`config.mk`:
```
export PLATFORM = sky130hd
export DESIGN_NAME = triggered_distance_table_unit
export DESIGN_NICKNAME = d
export VERILOG_FILES = /design/src/hw/rtl/tdt_pkg.sv /design/src/hw/rtl/tdt_ctrl.sv /design/src/hw/rtl/tdt_dp.sv /design/src/hw/rtl/triggered_distance_table_unit.sv
export SDC_FILE = /design/constraint.sdc
export NUM_CORES = 2
export LEC_CHECK = 0
export BUFFER_PORTS_ARGS = -buffer_cell sky130_fd_sc_hd__buf_2
export CAP_MARGIN = 15
export CORE_UTILIZATION = 45
export CTS_BUF_LIST = sky130_fd_sc_hd__clkbuf_8
export DETAILED_ROUTE_END_ITERATION = 10
export GPL_TIMING_DRIVEN = 0
export HOLD_SLACK_MARGIN = 0.02
export PLACE_DENSITY = 0.71
export SLEW_MARGIN = 25
export SYNTH_ARGS = -nofsm -noshare
export SYNTH_HDL_FRONTEND = slang
export SYNTH_HIERARCHICAL = 1
export SYNTH_SLANG_ARGS = --single-unit
export TNS_END_PERCENT = 30
```
`constraint.sdc`:
```
create_clock -name clk -period 7.6 [get_ports clk]
set_input_delay 0.38 -clock clk [delete_from_list [all_inputs] [get_ports clk]]
set_output_delay 0.38 -clock clk [all_outputs]
set_load 0.02 [all_outputs]
```
`src/hw/rtl/tdt_pkg.sv`:
```
// Shared types and constants of the triggered distance table unit.
package tdt_pkg;

  localparam int SLOT_W = 6;   // slot field width
  localparam int CNT_W  = 7;   // coord_count register width
  localparam int TRIG_W = 16;  // trigger field width
  localparam int CMP_W  = 9;   // holds any count up to the largest table (256)
  localparam int APB_AW = 2;
  localparam int APB_DW = 32;

  localparam logic [CNT_W-1:0]  COUNT_RST  = 7'd64;
  localparam logic [APB_AW-1:0] ADDR_COUNT = 2'd0;

  typedef enum logic {
    ACT_LOAD = 1'b0,
    ACT_CTRL = 1'b1
  } action_t;

  typedef enum logic [1:0] {
    AX_X = 2'd0,
    AX_Y = 2'd1,
    AX_Z = 2'd2
  } axis_t;

  typedef struct packed {
    logic  wr_en;      // write the input coordinate into the table
    logic  loc_ld;     // capture the listener location
    logic  rd_en;      // read the table entry at the current index
    logic  acc_clr;    // clear the sum of squares
    logic  diff_en;    // register |location - coordinate| of one axis
    axis_t axis;
    logic  acc_en;     // add the square of the registered difference
    logic  root_init;  // start the square root
    logic  root_step;  // one digit of the square root
    logic  out_ld;     // load the result register
    logic  out_last;   // result closes the run
  } dp_cmd_t;

endpackage

```
`src/hw/rtl/tdt_ctrl.sv`:
```
// Sequencer of the triggered distance table unit: edge detect, slot walk, step counts.
module tdt_ctrl #(
  parameter int MAX_COORDS = 64,
  parameter int COORD_BITS = 16,
  parameter int IDX_W      = 6
) (
  input  logic                        clk,
  input  logic                        rst_n,
  input  logic                        in_valid,
  input  logic                        in_action,
  input  logic [tdt_pkg::SLOT_W-1:0]  in_slot,
  input  logic [tdt_pkg::TRIG_W-1:0]  in_trigger,
  input  logic [tdt_pkg::CNT_W-1:0]   coord_count,
  input  logic                        out_hold,
  output logic                        in_stall,
  output logic [IDX_W-1:0]            idx,
  output tdt_pkg::dp_cmd_t            cmd
);
  import tdt_pkg::*;

  localparam int SQRT_STEPS = COORD_BITS + 1;
  localparam int STEP_W     = $clog2(SQRT_STEPS + 1);
  localparam logic [CMP_W-1:0]  MAX_EXT  = CMP_W'(MAX_COORDS);
  localparam logic [STEP_W-1:0] SQ_LAST  = STEP_W'(3);
  localparam logic [STEP_W-1:0] RT_LAST  = STEP_W'(SQRT_STEPS);

  typedef enum logic [2:0] {
    S_IDLE,
    S_READ,
    S_SQ,
    S_ROOT,
    S_EMIT
  } state_t;

  state_t              state_r;
  logic [IDX_W-1:0]    idx_r;
  logic [IDX_W-1:0]    last_r;
  logic [STEP_W-1:0]   step_r;
  logic                prev_high_r;

  logic                accept;
  logic                is_ctrl;
  logic                trig_high;
  logic [CMP_W-1:0]    cnt_ext;
  logic [CMP_W-1:0]    neff;
  logic                slot_ok;
  logic                start;

  assign accept    = in_valid && (state_r == S_IDLE);
  assign is_ctrl   = (in_action == ACT_CTRL);
  assign trig_high = !in_trigger[TRIG_W-1] && (|in_trigger);
  assign cnt_ext   = CMP_W'(coord_count);
  assign neff      = (cnt_ext > MAX_EXT) ? MAX_EXT : cnt_ext;
  assign slot_ok   = (CMP_W'(in_slot) < MAX_EXT);
  assign start     = accept && is_ctrl && trig_high && !prev_high_r && (neff != '0);

  assign in_stall  = (state_r != S_IDLE);
  assign idx       = idx_r;

  always_comb begin
    cmd = '0;
    cmd.axis = AX_X;
    unique case (state_r)
      S_IDLE: begin
        cmd.wr_en  = accept && !is_ctrl && slot_ok;
        cmd.loc_ld = start;
      end
      S_READ: begin
        cmd.rd_en   = 1'b1;
        cmd.acc_clr = 1'b1;
      end
      S_SQ: begin
        cmd.diff_en = (step_r != SQ_LAST);
        cmd.acc_en  = (step_r != '0);
        if (step_r != SQ_LAST) begin
          cmd.axis = axis_t'(step_r[1:0]);
        end
      end
      S_ROOT: begin
        cmd.root_init = (step_r == '0);
        cmd.root_step = (step_r != '0);
      end
      S_EMIT: begin
        cmd.out_ld   = !out_hold;
        cmd.out_last = (idx_r == last_r);
      end
      default: begin
        cmd = '0;
      end
    endcase
  end

  always_ff @(posedge clk) begin
    if (!rst_n) begin
      state_r     <= S_IDLE;
      idx_r       <= '0;
      last_r      <= '0;
      step_r      <= '0;
      prev_high_r <= 1'b0;
    end else begin
      unique case (state_r)
        S_IDLE: begin
          if (accept && is_ctrl) begin
            prev_high_r <= trig_high;
          end
          if (start) begin
            idx_r   <= '0;
            last_r  <= IDX_W'(neff - CMP_W'(1));
            state_r <= S_READ;
          end
        end
        S_READ: begin
          step_r  <= '0;
          state_r <= S_SQ;
        end
        S_SQ: begin
          if (step_r == SQ_LAST) begin
            step_r  <= '0;
            state_r <= S_ROOT;
          end else begin
            step_r <= step_r + STEP_W'(1);
          end
        end
        S_ROOT: begin
          if (step_r == RT_LAST) begin
            step_r  <= '0;
            state_r <= S_EMIT;
          end else begin
            step_r <= step_r + STEP_W'(1);
          end
        end
        S_EMIT: begin
          if (!out_hold) begin
            if (idx_r == last_r) begin
              state_r <= S_IDLE;
            end else begin
              idx_r   <= idx_r + IDX_W'(1);
              state_r <= S_READ;
            end
          end
        end
        default: begin
          state_r <= S_IDLE;
        end
      endcase
    end
  end

endmodule

```
`src/hw/rtl/tdt_dp.sv`:
```
// Datapath of the triggered distance table unit: coordinate memory, squarer, root, result word.
module tdt_dp #(
  parameter int MAX_COORDS = 64,
  parameter int COORD_BITS = 16,
  parameter int IDX_W      = 6
) (
  input  logic                              clk,
  input  logic                              rst_n,
  input  tdt_pkg::dp_cmd_t                  cmd,
  input  logic [IDX_W-1:0]                  idx,
  input  logic [tdt_pkg::SLOT_W-1:0]        in_slot,
  input  logic signed [COORD_BITS-1:0]      in_pos_x,
  input  logic signed [COORD_BITS-1:0]      in_pos_y,
  input  logic signed [COORD_BITS-1:0]      in_pos_z,
  input  logic                              out_stall,
  output logic                              out_valid,
  output logic [tdt_pkg::SLOT_W-1:0]        out_slot_out,
  output logic [COORD_BITS:0]               out_distance,
  output logic                              out_last,
  output logic                              out_hold
);
  import tdt_pkg::*;

  localparam int CRD_W  = 3 * COORD_BITS;
  localparam int DIFF_W = COORD_BITS + 1;
  localparam int SQ_W   = 2 * COORD_BITS;
  localparam int SUM_W  = SQ_W + 2;
  localparam int DIST_W = COORD_BITS + 1;
  localparam logic [SUM_W-1:0] ROOT_TOP = SUM_W'(1) << (SUM_W - 2);

  logic [CRD_W-1:0]              mem_r [MAX_COORDS];
  logic [MAX_COORDS-1:0]         vld_r;
  logic [CRD_W-1:0]              crd_r;
  logic                          crd_vld_r;
  logic [CRD_W-1:0]              crd;

  logic signed [COORD_BITS-1:0]  loc_x_r, loc_y_r, loc_z_r;
  logic signed [COORD_BITS-1:0]  op_a, op_b;
  logic signed [DIFF_W-1:0]      diff;
  logic [COORD_BITS-1:0]         mag;
  logic [COORD_BITS-1:0]         mag_r;
  logic [SQ_W-1:0]               sq;
  logic [SUM_W-1:0]              acc_r;

  logic [SUM_W-1:0]              rem_r, res_r, bit_r;
  logic [SUM_W-1:0]              trial;

  logic                          out_valid_r;
  logic [SLOT_W-1:0]             out_slot_r;
  logic [DIST_W-1:0]             out_dist_r;
  logic                          out_last_r;

  // Coordinate memory: one write port, one registered read port.
  always_ff @(posedge clk) begin
    if (cmd.wr_en) begin
      mem_r[IDX_W'(in_slot)] <= {in_pos_z, in_pos_y, in_pos_x};
    end
    if (cmd.rd_en) begin
      crd_r <= mem_r[idx];
    end
  end

  // Entries never written read as zero.
  always_ff @(posedge clk) begin
    if (!rst_n) begin
      vld_r     <= '0;
      crd_vld_r <= 1'b0;
    end else begin
      if (cmd.wr_en) begin
        vld_r[IDX_W'(in_slot)] <= 1'b1;
      end
      if (cmd.rd_en) begin
        crd_vld_r <= vld_r[idx];
      end
    end
  end

  assign crd = crd_vld_r ? crd_r : '0;

  always_comb begin
    unique case (cmd.axis)
      AX_X: begin
        op_a = loc_x_r;
        op_b = crd[COORD_BITS-1:0];
      end
      AX_Y: begin
        op_a = loc_y_r;
        op_b = crd[2*COORD_BITS-1:COORD_BITS];
      end
      AX_Z: begin
        op_a = loc_z_r;
        op_b = crd[CRD_W-1:2*COORD_BITS];
      end
      default: begin
        op_a = loc_x_r;
        op_b = crd[COORD_BITS-1:0];
      end
    endcase
  end

  assign diff  = DIFF_W'(op_a) - DIFF_W'(op_b);
  assign mag   = diff[DIFF_W-1] ? COORD_BITS'(-diff) : COORD_BITS'(diff);
  assign sq    = SQ_W'(mag_r) * SQ_W'(mag_r);
  assign trial = res_r + bit_r;

  always_ff @(posedge clk) begin
    if (cmd.loc_ld) begin
      loc_x_r <= in_pos_x;
      loc_y_r <= in_pos_y;
      loc_z_r <= in_pos_z;
    end
    if (cmd.diff_en) begin
      mag_r <= mag;
    end
    if (cmd.acc_clr) begin
      acc_r <= '0;
    end else if (cmd.acc_en) begin
      acc_r <= acc_r + SUM_W'(sq);
    end
    // Square root, one result digit per step.
    if (cmd.root_init) begin
      rem_r <= acc_r;
      res_r <= '0;
      bit_r <= ROOT_TOP;
    end else if (cmd.root_step) begin
      if (rem_r >= trial) begin
        rem_r <= rem_r - trial;
        res_r <= (res_r >> 1) + bit_r;
      end else begin
        res_r <= res_r >> 1;
      end
      bit_r <= bit_r >> 2;
    end
  end

  assign out_hold = out_valid_r && out_stall;

  always_ff @(posedge clk) begin
    if (!rst_n) begin
      out_valid_r <= 1'b0;
    end else if (cmd.out_ld) begin
      out_valid_r <= 1'b1;
    end else if (!out_stall) begin
      out_valid_r <= 1'b0;
    end
  end

  always_ff @(posedge clk) begin
    if (cmd.out_ld) begin
      out_slot_r <= SLOT_W'(idx);
      out_dist_r <= res_r[DIST_W-1:0];
      out_last_r <= cmd.out_last;
    end
  end

  assign out_valid    = out_valid_r;
  assign out_slot_out = out_slot_r;
  assign out_distance = out_dist_r;
  assign out_last     = out_last_r;

endmodule

```
`src/hw/rtl/triggered_distance_table_unit.sv`:
```
// Top level of the triggered distance table unit: register port, sequencer and datapath.
//
// Input channel (in_valid / in_stall): each word is either a load (in_action 0) that
// writes in_pos_x/y/z into table entry in_slot, or a control word (in_action 1) with a
// trigger level and a listener location. A control word whose trigger is above zero
// while the previous control trigger was not starts a run: for each of the first
// coord_count entries the unit emits the floor distance from the location, in Q9.8.
// Output channel (out_valid / out_stall): one word per entry, in slot order, out_last
// high on the final word of the run.
// Timing: a load or a control word without an edge is taken whenever the unit is idle.
// A run treats the entries in turn: one memory read, each axis in turn through the
// shared squarer and accumulator, the digit-by-digit square root and a load of the
// result register. in_stall stays high for the whole run.
// The result register lets the run finish while its last word waits.
// A stalled receiver holds the result register and the sequencer waits for it.
// Reset (rst_n, synchronous) empties the table (every entry reads as zero), clears the
// trigger history, drops any pending result and sets coord_count to 64.
// Register at byte address 0: coord_count, 7 bits; values above the table size act as
// the table size, zero makes a trigger edge produce nothing.
module triggered_distance_table_unit #(
  parameter int MAX_COORDS = 64,
  parameter int COORD_BITS = 16
) (
  input  logic                              clk,
  input  logic                              rst_n,
  // register port
  input  logic                              psel,
  input  logic                              penable,
  input  logic                              pwrite,
  input  logic [tdt_pkg::APB_AW-1:0]        paddr,
  input  logic [tdt_pkg::APB_DW-1:0]        pwdata,
  output logic [tdt_pkg::APB_DW-1:0]        prdata,
  output logic                              pready,
  // input channel
  input  logic                              in_valid,
  output logic                              in_stall,
  input  logic                              in_action,
  input  logic [tdt_pkg::SLOT_W-1:0]        in_slot,
  input  logic signed [COORD_BITS-1:0]      in_pos_x,
  input  logic signed [COORD_BITS-1:0]      in_pos_y,
  input  logic signed [COORD_BITS-1:0]      in_pos_z,
  input  logic signed [tdt_pkg::TRIG_W-1:0] in_trigger,
  // result channel
  output logic                              out_valid,
  input  logic                              out_stall,
  output logic [tdt_pkg::SLOT_W-1:0]        out_slot_out,
  output logic [COORD_BITS:0]               out_distance,
  output logic                              out_last
);
  import tdt_pkg::*;

  localparam int IDX_W = (MAX_COORDS > 1) ? $clog2(MAX_COORDS) : 1;

  logic [CNT_W-1:0] count_r;
  logic             cfg_wr;
  logic             out_hold;
  logic [IDX_W-1:0] idx;
  dp_cmd_t          cmd;

  // Register port: no wait states, write on the access phase.
  assign pready = 1'b1;
  assign cfg_wr = psel && penable && pwrite && (paddr == ADDR_COUNT);
  assign prdata = (paddr == ADDR_COUNT) ? APB_DW'(count_r) : '0;

  always_ff @(posedge clk) begin
    if (!rst_n) begin
      count_r <= COUNT_RST;
    end else if (cfg_wr) begin
      count_r <= pwdata[CNT_W-1:0];
    end
  end

  tdt_ctrl #(
    .MAX_COORDS (MAX_COORDS),
    .COORD_BITS (COORD_BITS),
    .IDX_W      (IDX_W)
  ) u_ctrl (
    .clk         (clk),
    .rst_n       (rst_n),
    .in_valid    (in_valid),
    .in_action   (in_action),
    .in_slot     (in_slot),
    .in_trigger  (in_trigger),
    .coord_count (count_r),
    .out_hold    (out_hold),
    .in_stall    (in_stall),
    .idx         (idx),
    .cmd         (cmd)
  );

  tdt_dp #(
    .MAX_COORDS (MAX_COORDS),
    .COORD_BITS (COORD_BITS),
    .IDX_W      (IDX_W)
  ) u_dp (
    .clk          (clk),
    .rst_n        (rst_n),
    .cmd          (cmd),
    .idx          (idx),
    .in_slot      (in_slot),
    .in_pos_x     (in_pos_x),
    .in_pos_y     (in_pos_y),
    .in_pos_z     (in_pos_z),
    .out_stall    (out_stall),
    .out_valid    (out_valid),
    .out_slot_out (out_slot_out),
    .out_distance (out_distance),
    .out_last     (out_last),
    .out_hold     (out_hold)
  );

  // A word that does not close the run leaves the unit still busy with that run.
  a_busy_mid_run: assert property (@(posedge clk) disable iff (!rst_n)
    out_valid && !out_stall && !out_last |-> in_stall)
    else $error("non-final result taken while the input side is open");

  // Results only appear out of a run.
  a_result_from_run: assert property (@(posedge clk) disable iff (!rst_n)
    $rose(out_valid) && $past(rst_n) |-> $past(in_stall))
    else $error("result word appeared outside a run");

  // The end of a run leaves its final word in the result register.
  a_run_ends_last: assert property (@(posedge clk) disable iff (!rst_n)
    $fell(in_stall) && $past(rst_n) |-> out_valid && out_last)
    else $error("run ended without a final result word");

endmodule

```
==> metrics.txt <==
Async S/R FF share, synth=0; first-pass GRT wire length=553,000 um; WL met3=39,800 um; Max Freq=136 MHz; Main synth FF type=edfxtp_1; crit path DAT=8380 ps; DR DRC count=0; gr ovfl total=0; LEAKAGE=54.0 nW; post-synthesis adder-cell area fraction=0.0450; Hold Path Stages=4; Worst Hold Class=in2reg; vias in the first global route=78,600; register area share after synthesis=0.705; die height=566 um; Tmin final=7350 ps; largest net degree at the start of global routing=66; top cells by area, synth=edfxtp_1, mux4_2, fa_1; final design utilization=0.526; FF-to-FF path depth=21; worst endpoint required time=8630 ps; CTS tree=done; share of cells above drive strength 1=0.272; Setup Skew=97.9 ps; Final setup viols=0; Antenna Nets Post-Route=0; RSZ-0062 raised after global routing=no; Synth Instances=7,214; crit end category=register; Clock power frac=0.299; GPL Wtd Cong=0.916; Critical Path Fanout Max=10; critical path class=reg2reg; initial antenna violation count=31; CTS Root Cell=clkbuf_8; PD cells=292 nW/um^2; Max-slew headroom=0.221; routed len/inst=30.3 um; post-synthesis compound-gate area fraction=0.0295; Tot GR Track Use=0.240; Yosys cell types=82; nets@finish=8,747; Core Area=316,000 um^2; Max Slew Vio Count=0; Clk Latency, worst-skew pair=1180 ps; clk sinks=3,421; combinational power share=0.265; largest family of logic cells by synthesized area=multiplexers; Die Footprint=321,000 um^2; IO buf count=118; Synth-to-Final Area Change=15.9%; Ports=171; drt first pass iters=8; H-tree depth=6; Final Hold Viols=0; mux cell area share after synthesis=0.166; final worst-path cycle share=0.966; clock transition at the registers of the reported paths=60 ps; synthesized area=143,000 um^2; DR iter-0 viols=9,321; Int Pwr=33.2 mW; DIE WIDTH=566 um; cts bufs inserted=542; vias per inst=6.04; M1 WL=140,000 um; Yosys top cell by area=edfxtp_1; top routing layer in use=met5; Yosys reg bits=3,421; # rows=206; WL met2=191,000 um; Initial Util=0.454; simple-gate share of the synthesized area=0.0251; post-synth top area share=0.680; Slew @ Worst Pin=1170 ps; Synth Area in XOR/XNOR=0.00819; Post-DP HPWL=272,000 um; Seq pwr share=0.436; WHS=171 ps; Mapped Avg Cell Area=19.9 um^2; Net Sw Frac=0.314; Max Cap Violations=0; maximum root-to-sink buffer count=4; Max IR drop VDD=0.771 mV; Switching Power=15.2 mW; Post-synth EDFFs=3,242; Syn. warnings=6; final wirelength=389,000 um; run status=completed; CP startpoint kind=register; via count=77,500
-- power groups by stage --
| stage | combinational, mW | sequential, mW | clock (mW) |
|---|---|---|---|
| after CTS | 12.6 | 21.1 | 14.7 |
| final | 12.8 | 21.1 | 14.5 |
| after global routing | 14.4 | 21.1 | 15.5 |
| after detailed placement | 12.5 | 21.5 | 0 |
| after global placement | 12.3 | 21.5 | 0 |
| after floorplan | 9.58 | 21.4 | 0 |
-- state kept, by name, summed over array words and instances, names as in the netlist, 3 cells and up --
register           cells
u_dp/mag_r            16
u_dp/crd_r            48
u_dp/bit_r            17
u_dp/loc_z_r          16
u_dp/res_r            34
u_dp/mem_r          3072
u_dp/acc_r            34
count_r                7
u_dp/loc_x_r          16
u_dp/loc_y_r          16
u_dp/out_slot_out      6
u_ctrl/step_r          5
u_dp/vld_r            64
u_dp/rem_r            34
u_ctrl/state_r         3
u_ctrl/last_r          6
u_dp/out_distance     17
u_ctrl/idx             6
-- critical path, stage by stage, from the launching register on --
cell	delay [ps]
edfxtp_1	520
clkbuf_1	700
nand2_1	260
fa_1	530
fa_1	520
inv_1	60
fa_1	550
fa_1	430
fa_1	490
inv_1	50
fa_1	480
inv_1	40
ha_1	340
a2111oi_1	400
o21ai_0	230
a221o_1	350
and2_1	170
a31oi_2	240
nor2b_1	240
nor2_1	80
or4_1	500
o211ai_1	90
-- metal layers --
layer,up-vias,track usage
met1,40600,0.306
li1,31300,-
met4,18,0.103
met3,943,0.0508
met5,-,0
met2,4641,0.397
-- kinds of logic (layout without fill, tap and decap cells) --
| group | after synthesis | in the layout |
|---|---|---|
| fa+ha+maj | 399 | 399 |
| flops | 3421 | 3421 |
| xor+xnor | 134 | 134 |
| compound gates | 635 | 635 |
| mux | 1099 | 1099 |
| simple gates | 771 | 771 |
| other cells | 2 | 36 |
| buf+inv | 753 | 2179 |
-- path summary, 6_finish.rpt --
path | from | endpoint | slack, ps
worst min-delay path | in_slot[5] | u_dp/mem_r[48][6]$_DFFE_PP_ | 170
worst max-delay path | u_dp/mag_r[7]$_DFFE_PP_ | u_dp/acc_r[31]$_SDFFE_PP0P_ | 250
worst max register to register | u_dp/mag_r[7]$_DFFE_PP_ | u_dp/acc_r[31]$_SDFFE_PP0P_ | 250
worst min register to register | u_dp/res_r[11]$_SDFFE_PP0P_ | u_dp/out_distance[11]$_DFFE_PP_ | 450
-- synthesized netlist by cell type (15+ instances only) --
| cell | count |
|---|---|
| edfxtp_1 | 3242 |
| mux4_2 | 1021 |
| inv_1 | 390 |
| nand2_1 | 289 |
| clkbuf_1 | 244 |
| nor2_1 | 225 |
| ha_1 | 206 |
| fa_1 | 193 |
| dfxtp_1 | 179 |
| o21ai_0 | 140 |
| a21oi_1 | 102 |
| o21a_1 | 77 |
| xnor2_1 | 77 |
| mux2i_1 | 61 |
| buf_2 | 57 |
| xor2_1 | 57 |
| and2_1 | 55 |
| a21o_1 | 51 |
| a211oi_1 | 36 |
| a31oi_1 | 36 |
| nor3_1 | 35 |
| a22oi_1 | 33 |
| buf_4 | 31 |
| buf_1 | 28 |
| nand3_1 | 24 |
| o21bai_1 | 23 |
| nor2b_1 | 21 |
| or3_1 | 19 |
| nand2b_1 | 18 |
| a311oi_1 | 17 |
| mux2_2 | 17 |
| o211ai_1 | 15 |
| o31ai_1 | 15 |
-- cell usage in the layout (no fill, tap or decap), types with 66 or more instances in the layout --
cell type | synthesis | routed
a21oi_1 | 102 | 102
buf_12 | 0 | 86
buf_16 | 0 | 117
buf_2 | 57 | 143
buf_4 | 31 | 114
clkbuf_1 | 244 | 180
clkbuf_2 | 0 | 66
clkbuf_8 | 0 | 563
clkinv_1 | 0 | 137
dfxtp_1 | 179 | 179
dlygate4sd3_1 | 0 | 89
edfxtp_1 | 3242 | 3242
fa_1 | 193 | 193
ha_1 | 206 | 206
inv_1 | 390 | 553
mux4_2 | 1021 | 1021
nand2_1 | 289 | 289
nor2_1 | 225 | 163
o21a_1 | 77 | 77
o21ai_0 | 140 | 140
xnor2_1 | 77 | 77
-- per-stage QoR --
stage | total power, mW | TNS, ps | worst slack, ps | cell area (um^2) | cells
5_1_grt | 51.0 | 0 | 50.6 | 166000 | 12800
3_3_place_gp | 33.8 | -2480690 | -4260 | 149000 | 11500
6_report | 48.4 | 0 | 255 | 166000 | 12800
4_1_cts | 48.4 | 0 | 26.1 | 166000 | 12800
3_5_place_dp | 34.0 | -1460 | -386 | 155000 | 11800
2_1_floorplan | 31.0 | 0 | 1160 | 143000 | 7238
-- cell type report --
cell class                      count  area (um^2)
Sequential cell                  3421       101000
Inverter                          390         1460
Clock buffer                      563         7750
Antenna cell                       10         25.0
Timing Repair Buffer              455         6920
Tap cell                         4160         5200
Multi-Input combinational cell   3064        39900
Fill cell                       23900       150000
Clock inverter                    409         2120
Buffer                            362         1680
-- repair_timing --
item,CTS,global route
hold endpoints to repair,2627,0
endpoints found under the setup margin,7,7
buffers inserted,0,4
hold buffers,89,0
gates resized for setup,3,25
gates cloned,0,0
pin swaps,0,0
Power figures use the tool's default switching activity.
